[src/rtl/assert_macros.svh]
// Assertion macros used by the top level of the sliding median alert block.
// No dependencies; each use expects clk and rst_n in scope.
`ifndef ASSERT_MACROS_SVH
`define ASSERT_MACROS_SVH

// Same-cycle implication, checked out of reset
`define SMA_ASSERT_NOW(lbl, ante, cons) \
  lbl: assert property (@(posedge clk) disable iff (!rst_n) (ante) |-> (cons)) \
    else $error("assertion failed");

// Next-cycle implication, checked out of reset
`define SMA_ASSERT_NEXT(lbl, ante, cons) \
  lbl: assert property (@(posedge clk) disable iff (!rst_n) (ante) |=> (cons)) \
    else $error("assertion failed");

`endif

[src/rtl/sma_pkg.sv]
// Shared types and constants for the sliding median alert block.
// No dependencies.
package sma_pkg;

  // Fixed field widths
  localparam int CFG_BITS   = 7;
  localparam int COUNT_BITS = 32;

  // Window size after reset
  localparam logic [CFG_BITS-1:0] WINDOW_RESET = 7'd5;

  // Command to every cell of the sorted chain
  typedef struct packed {
    logic remove;   // drop first entry >= key, shift down from the right
    logic insert;   // insert key in order, shift up from the left
  } sma_cmd_t;

endpackage

[src/rtl/sma_cell.sv]
// One slot of the sorted window chain.
// Depends on sma_pkg for the command struct.
module sma_cell #(
  parameter int VALUE_BITS = 16,
  parameter int CNT_BITS   = 7,
  parameter int IDX        = 0
) (
  input  logic                  clk,
  input  sma_pkg::sma_cmd_t     cmd,
  input  logic [VALUE_BITS-1:0] key,
  input  logic [CNT_BITS-1:0]   bound,
  input  logic [VALUE_BITS-1:0] left_val,
  input  logic                  left_gt,
  input  logic [VALUE_BITS-1:0] right_val,
  output logic [VALUE_BITS-1:0] val,
  output logic                  gt
);
  import sma_pkg::*;

  localparam logic [CNT_BITS-1:0] MY_IDX = CNT_BITS'(IDX);

  logic [VALUE_BITS-1:0] val_r;
  logic [VALUE_BITS-1:0] val_nxt;
  logic                  active;
  logic                  at_end;
  logic                  ge;

  // Slot position against the live length
  assign active = (MY_IDX < bound);
  assign at_end = (MY_IDX == bound);
  assign gt     = active && (val_r > key);
  assign ge     = active && (val_r >= key);
  assign val    = val_r;

  // Remove: slots from the match upward take the right neighbor.
  // Insert: slots above key, plus the first free slot, take left or key.
  always_comb begin
    val_nxt = val_r;
    if (cmd.remove && ge) begin
      val_nxt = right_val;
    end else if (cmd.insert && (gt || at_end)) begin
      val_nxt = left_gt ? left_val : key;
    end
  end

  always_ff @(posedge clk) begin
    val_r <= val_nxt;
  end

endmodule

[config.mk]
export PLATFORM = sky130hd
export DESIGN_NAME = sma_cell
export DESIGN_NICKNAME = d
export VERILOG_FILES = /design/src/rtl/assert_macros.svh /design/src/rtl/sma_pkg.sv /design/src/rtl/sma_cell.sv
export SDC_FILE = /design/constraint.sdc
export NUM_CORES = 1
export LEC_CHECK = 0
export ABC_AREA = 1
export BUFFER_PORTS_ARGS = -buffer_cell sky130_fd_sc_hd__buf_4
export CAP_MARGIN = 20
export CORE_UTILIZATION = 40
export CTS_CLUSTER_DIAMETER = 60
export DETAILED_ROUTE_END_ITERATION = 10
export GPL_TIMING_DRIVEN = 1
export PLACE_DENSITY = 0.83
export SLEW_MARGIN = 10
export SYNTH_ARGS = -nofsm -noshare
export SYNTH_HDL_FRONTEND = slang
export SYNTH_SLANG_ARGS = --single-unit
[constraint.sdc]
create_clock -name clk -period 2.34 [get_ports clk]
set_input_delay 0.585 -clock clk [delete_from_list [all_inputs] [get_ports clk]]
set_output_delay 0.585 -clock clk [all_outputs]
set_load 0.01 [all_outputs]
==> flow_summary.yaml <==
yosys:
  synth.mux.area_fraction_pct: 0.814
  yosysTopAreaCell: "edfxtp_1"
  synth.cell_area_um2: 1380
  yosys.area_share.adder_pct: 14.5
  yosysTopAreaCellShare_pct: 34.7
  synthCells: 185
  syn_avg_cell_area_um2: 7.48
  synth_seq_cells: 16
  ys_top_cells_by_count: "nand2_1, inv_1, nand3_1"
  synth-simple-area-share_pct: 32.7
  netlist_top_cells_area: "edfxtp_1, nand2_1, ha_1, nand3_1, inv_1"
  synth_nets: 260
  dominantRegCellSynth: "edfxtp_1"
  synth_enable_flop_cells: 16
  ys_types: 25
  post_synth_xor_area_fraction_pct: 0
  synth_compound_gate_area_share_pct: 8.77
  synth.most_common_cell: "nand2_1"
  yosysSeqAreaShare_pct: 34.7
  yosys_warnings: 0
  largest_family_of_logic_cells_by_synthesized_area: "simple AND/OR/NAND/NOR gates"
  synth-async-reset-ratio_pct: 0
layout:
  fill_count: 279
  multi_input_area_um2: 848
  finalNonFillerCells: 314
  finish.instance_area_um2: 2150
  largest_register_ffs: 16
  post-route-util_pct: 67.6
  finish.net_count: 347
  seqCellArea_um2: 480
  diodes: 0
  post_route_cells_drive_above_1_share_pct: 40.0
  area_growth_pct: 55.3
floorplanning:
  die_width_um: 60.8
  die_height_um: 60.8
  dieArea_um2: 3700
  start_util_pct: 43.5
  io_pins: 76
  std_cell_rows: 20
  core-area_um2: 3180
clocking:
  tritoncts: "yes"
  cts_buffers: 3
  clkSinkCount: 16
  path_clk_slew_ps: 90
  cts_root_buf: "clkbuf_4"
  insertion_delay_ps: 290
  post_cts_hold_buffer_count: 0
  cts.htree.levels: 1
  cts-root-to-sink-buffers: 2
global_route:
  antenna_found_initial: 0
  grt_first_pass_wirelength_um: 5310
  number_of_global_route_vias_before_repair: 1295
  grt-ovfl-total: 0
  grt.total_usage_pct: 19.6
  pin_count_of_the_biggest_net_entering_global_routing: 32
routing:
  drc: 0
  drt_wl_total_um: 3540
  drt_first_pass_iters: 4
  dr_total_vias: 1483
  avgViaCountPerCell: 4.72
  route.detailed.wl_per_inst_um: 11.3
  postRouteAntennaNets: 0
  drtIter0Drc: 41
power:
  vdd_drop_max_mv: 0.472
  leakage_nw: 1.15
  pwr_density_cell_nw_per_um2: 624
sta:
  fin_tns_setup_ps: -38.5
  max-slew-margin-rel_pct: 70.4
  finalSetupViolations: 1
  finalHoldViolCount: 0
  unrepaired_setup_endpoints_after_global_routing: "true"
  fin_skew_ps: 2.99
  final_min_period_over_clock_period_pct: 102
  achievable-frequency_ghz: 0.420
  worst_slew_pin_slew_ps: 442
  timing_max_transition_violations_final: 0
  fin_ws_ps: -38.5
  period_needed_ps: 2380
placed_design:
  place_area_um2: 2000
  place.port_buffers: 75
  dp_cells: 302
  detailed_place_hpwl_um: 2610
  globalplace.congestion: 0.742
critical_path:
  worst-r2r-setup-slack_ps: 120
  timing.rr.end: "val[5]"
  worstRegToRegCells: 12
  critical_path_required_ps: 1750
  critical_path.endpoint_type: "primary output"
  worstPathMaxFanout: 3
  worstReg2RegStart: "val[11]"
  startpoint_type: "flip-flop"
  critPathArrivalTime_ps: 1790
  timing.setup.critical_path_class: "reg -> out"
run:
  timing.max_cap.violations: 0
hold_path:
  hold_start: "right_val[0]"
  number_of_cells_on_the_worst_hold_path: 3
  holdCritPathClass: "in -> reg"
  worst_min_delay_path_endpoint: "val[0]"
outcome:
  violations: "setup timing"
  status: "complete, but fails checks"
-- how the worst max path moves through the flow --
stage	from	to	cells after the start
final	val[11]	gt	7
after global routing	val[9]	gt	7
after CTS	val[11]	gt	8
after detailed placement	key[11]	val[9]	11
after global placement	key[15]	gt	10
after floorplan	key[15]	val[0]	9
-- area by class of cell --
cell class / count / area share [%]
inverters: 22 / 3.84
well taps: 44 / 2.56
clock buffers: 3 / 1.05
flip-flops and latches: 16 / 22.4
multi-input cells: 141 / 39.5
repair buffers: 88 / 30.7
-- where the power goes --
group | total (mW) | switching (mW) | internal [mW]
clock network | 0.147 | 0.0870 | 0.0598
registers | 0.473 | 0.0458 | 0.427
logic | 0.722 | 0.371 | 0.350
total | 1.34 | 0.504 | 0.837
-- cell families (layout without fill, tap and decap cells) --
family          after synthesis  in the layout
fa+ha+maj                    16             16
mux                           1              1
flops                        16             16
simple gates                101            101
buf+inv                      28            113
compound gates               23             23
-- worst max-delay path, cell delays in order (launching register included) --
cell	delay (ps)
edfxtp_1	450
ha_4	300
nand4_1	130
nor3_4	180
nand3_2	140
nand2_2	120
nor2_1	40
buf_4	140
-- placed cells by master, fill, tap and decap left out, drive strengths merged --
cell	count
edfxtp	16
and3	1
nand2	69
a21o	1
inv	22
nor2	9
ha	16
nand3	19
mux2	1
o21ai	16
nand4	1
clkbuf	3
buf	88
a21oi	6
nor3	2
-- per-stage QoR --
step                power, mW  setup WS, ps  hold slack (ps)
floorplan               0.845           135              798
global placement         1.10         -58.9              886
detailed placement       1.12         -71.2              889
CTS                      1.29         -88.6              594
global route             1.45          -116              596
finish                   1.34         -38.5              595
-- what timing repair did --
action,4_1_cts,5_1_grt
pin swaps,4,4
setup endpoints to repair,1,17
endpoints found under the hold margin,0,0
gates resized for setup,3,6
setup buffers,4,5
gates cloned,0,0
-- per-layer routing --
| layer | vias to the layer above | part of all wire (%) | track usage (%) |
|---|---|---|---|
| met5 | - | 0 | 0 |
| met4 | 0 | 0.93 | 5.52 |
| met3 | 2 | 6.3 | 4.48 |
| met2 | 57 | 50 | 35.6 |
| met1 | 641 | 43 | 23.1 |
| li1 | 783 | - | - |
(Power assumes the default switching activity.)
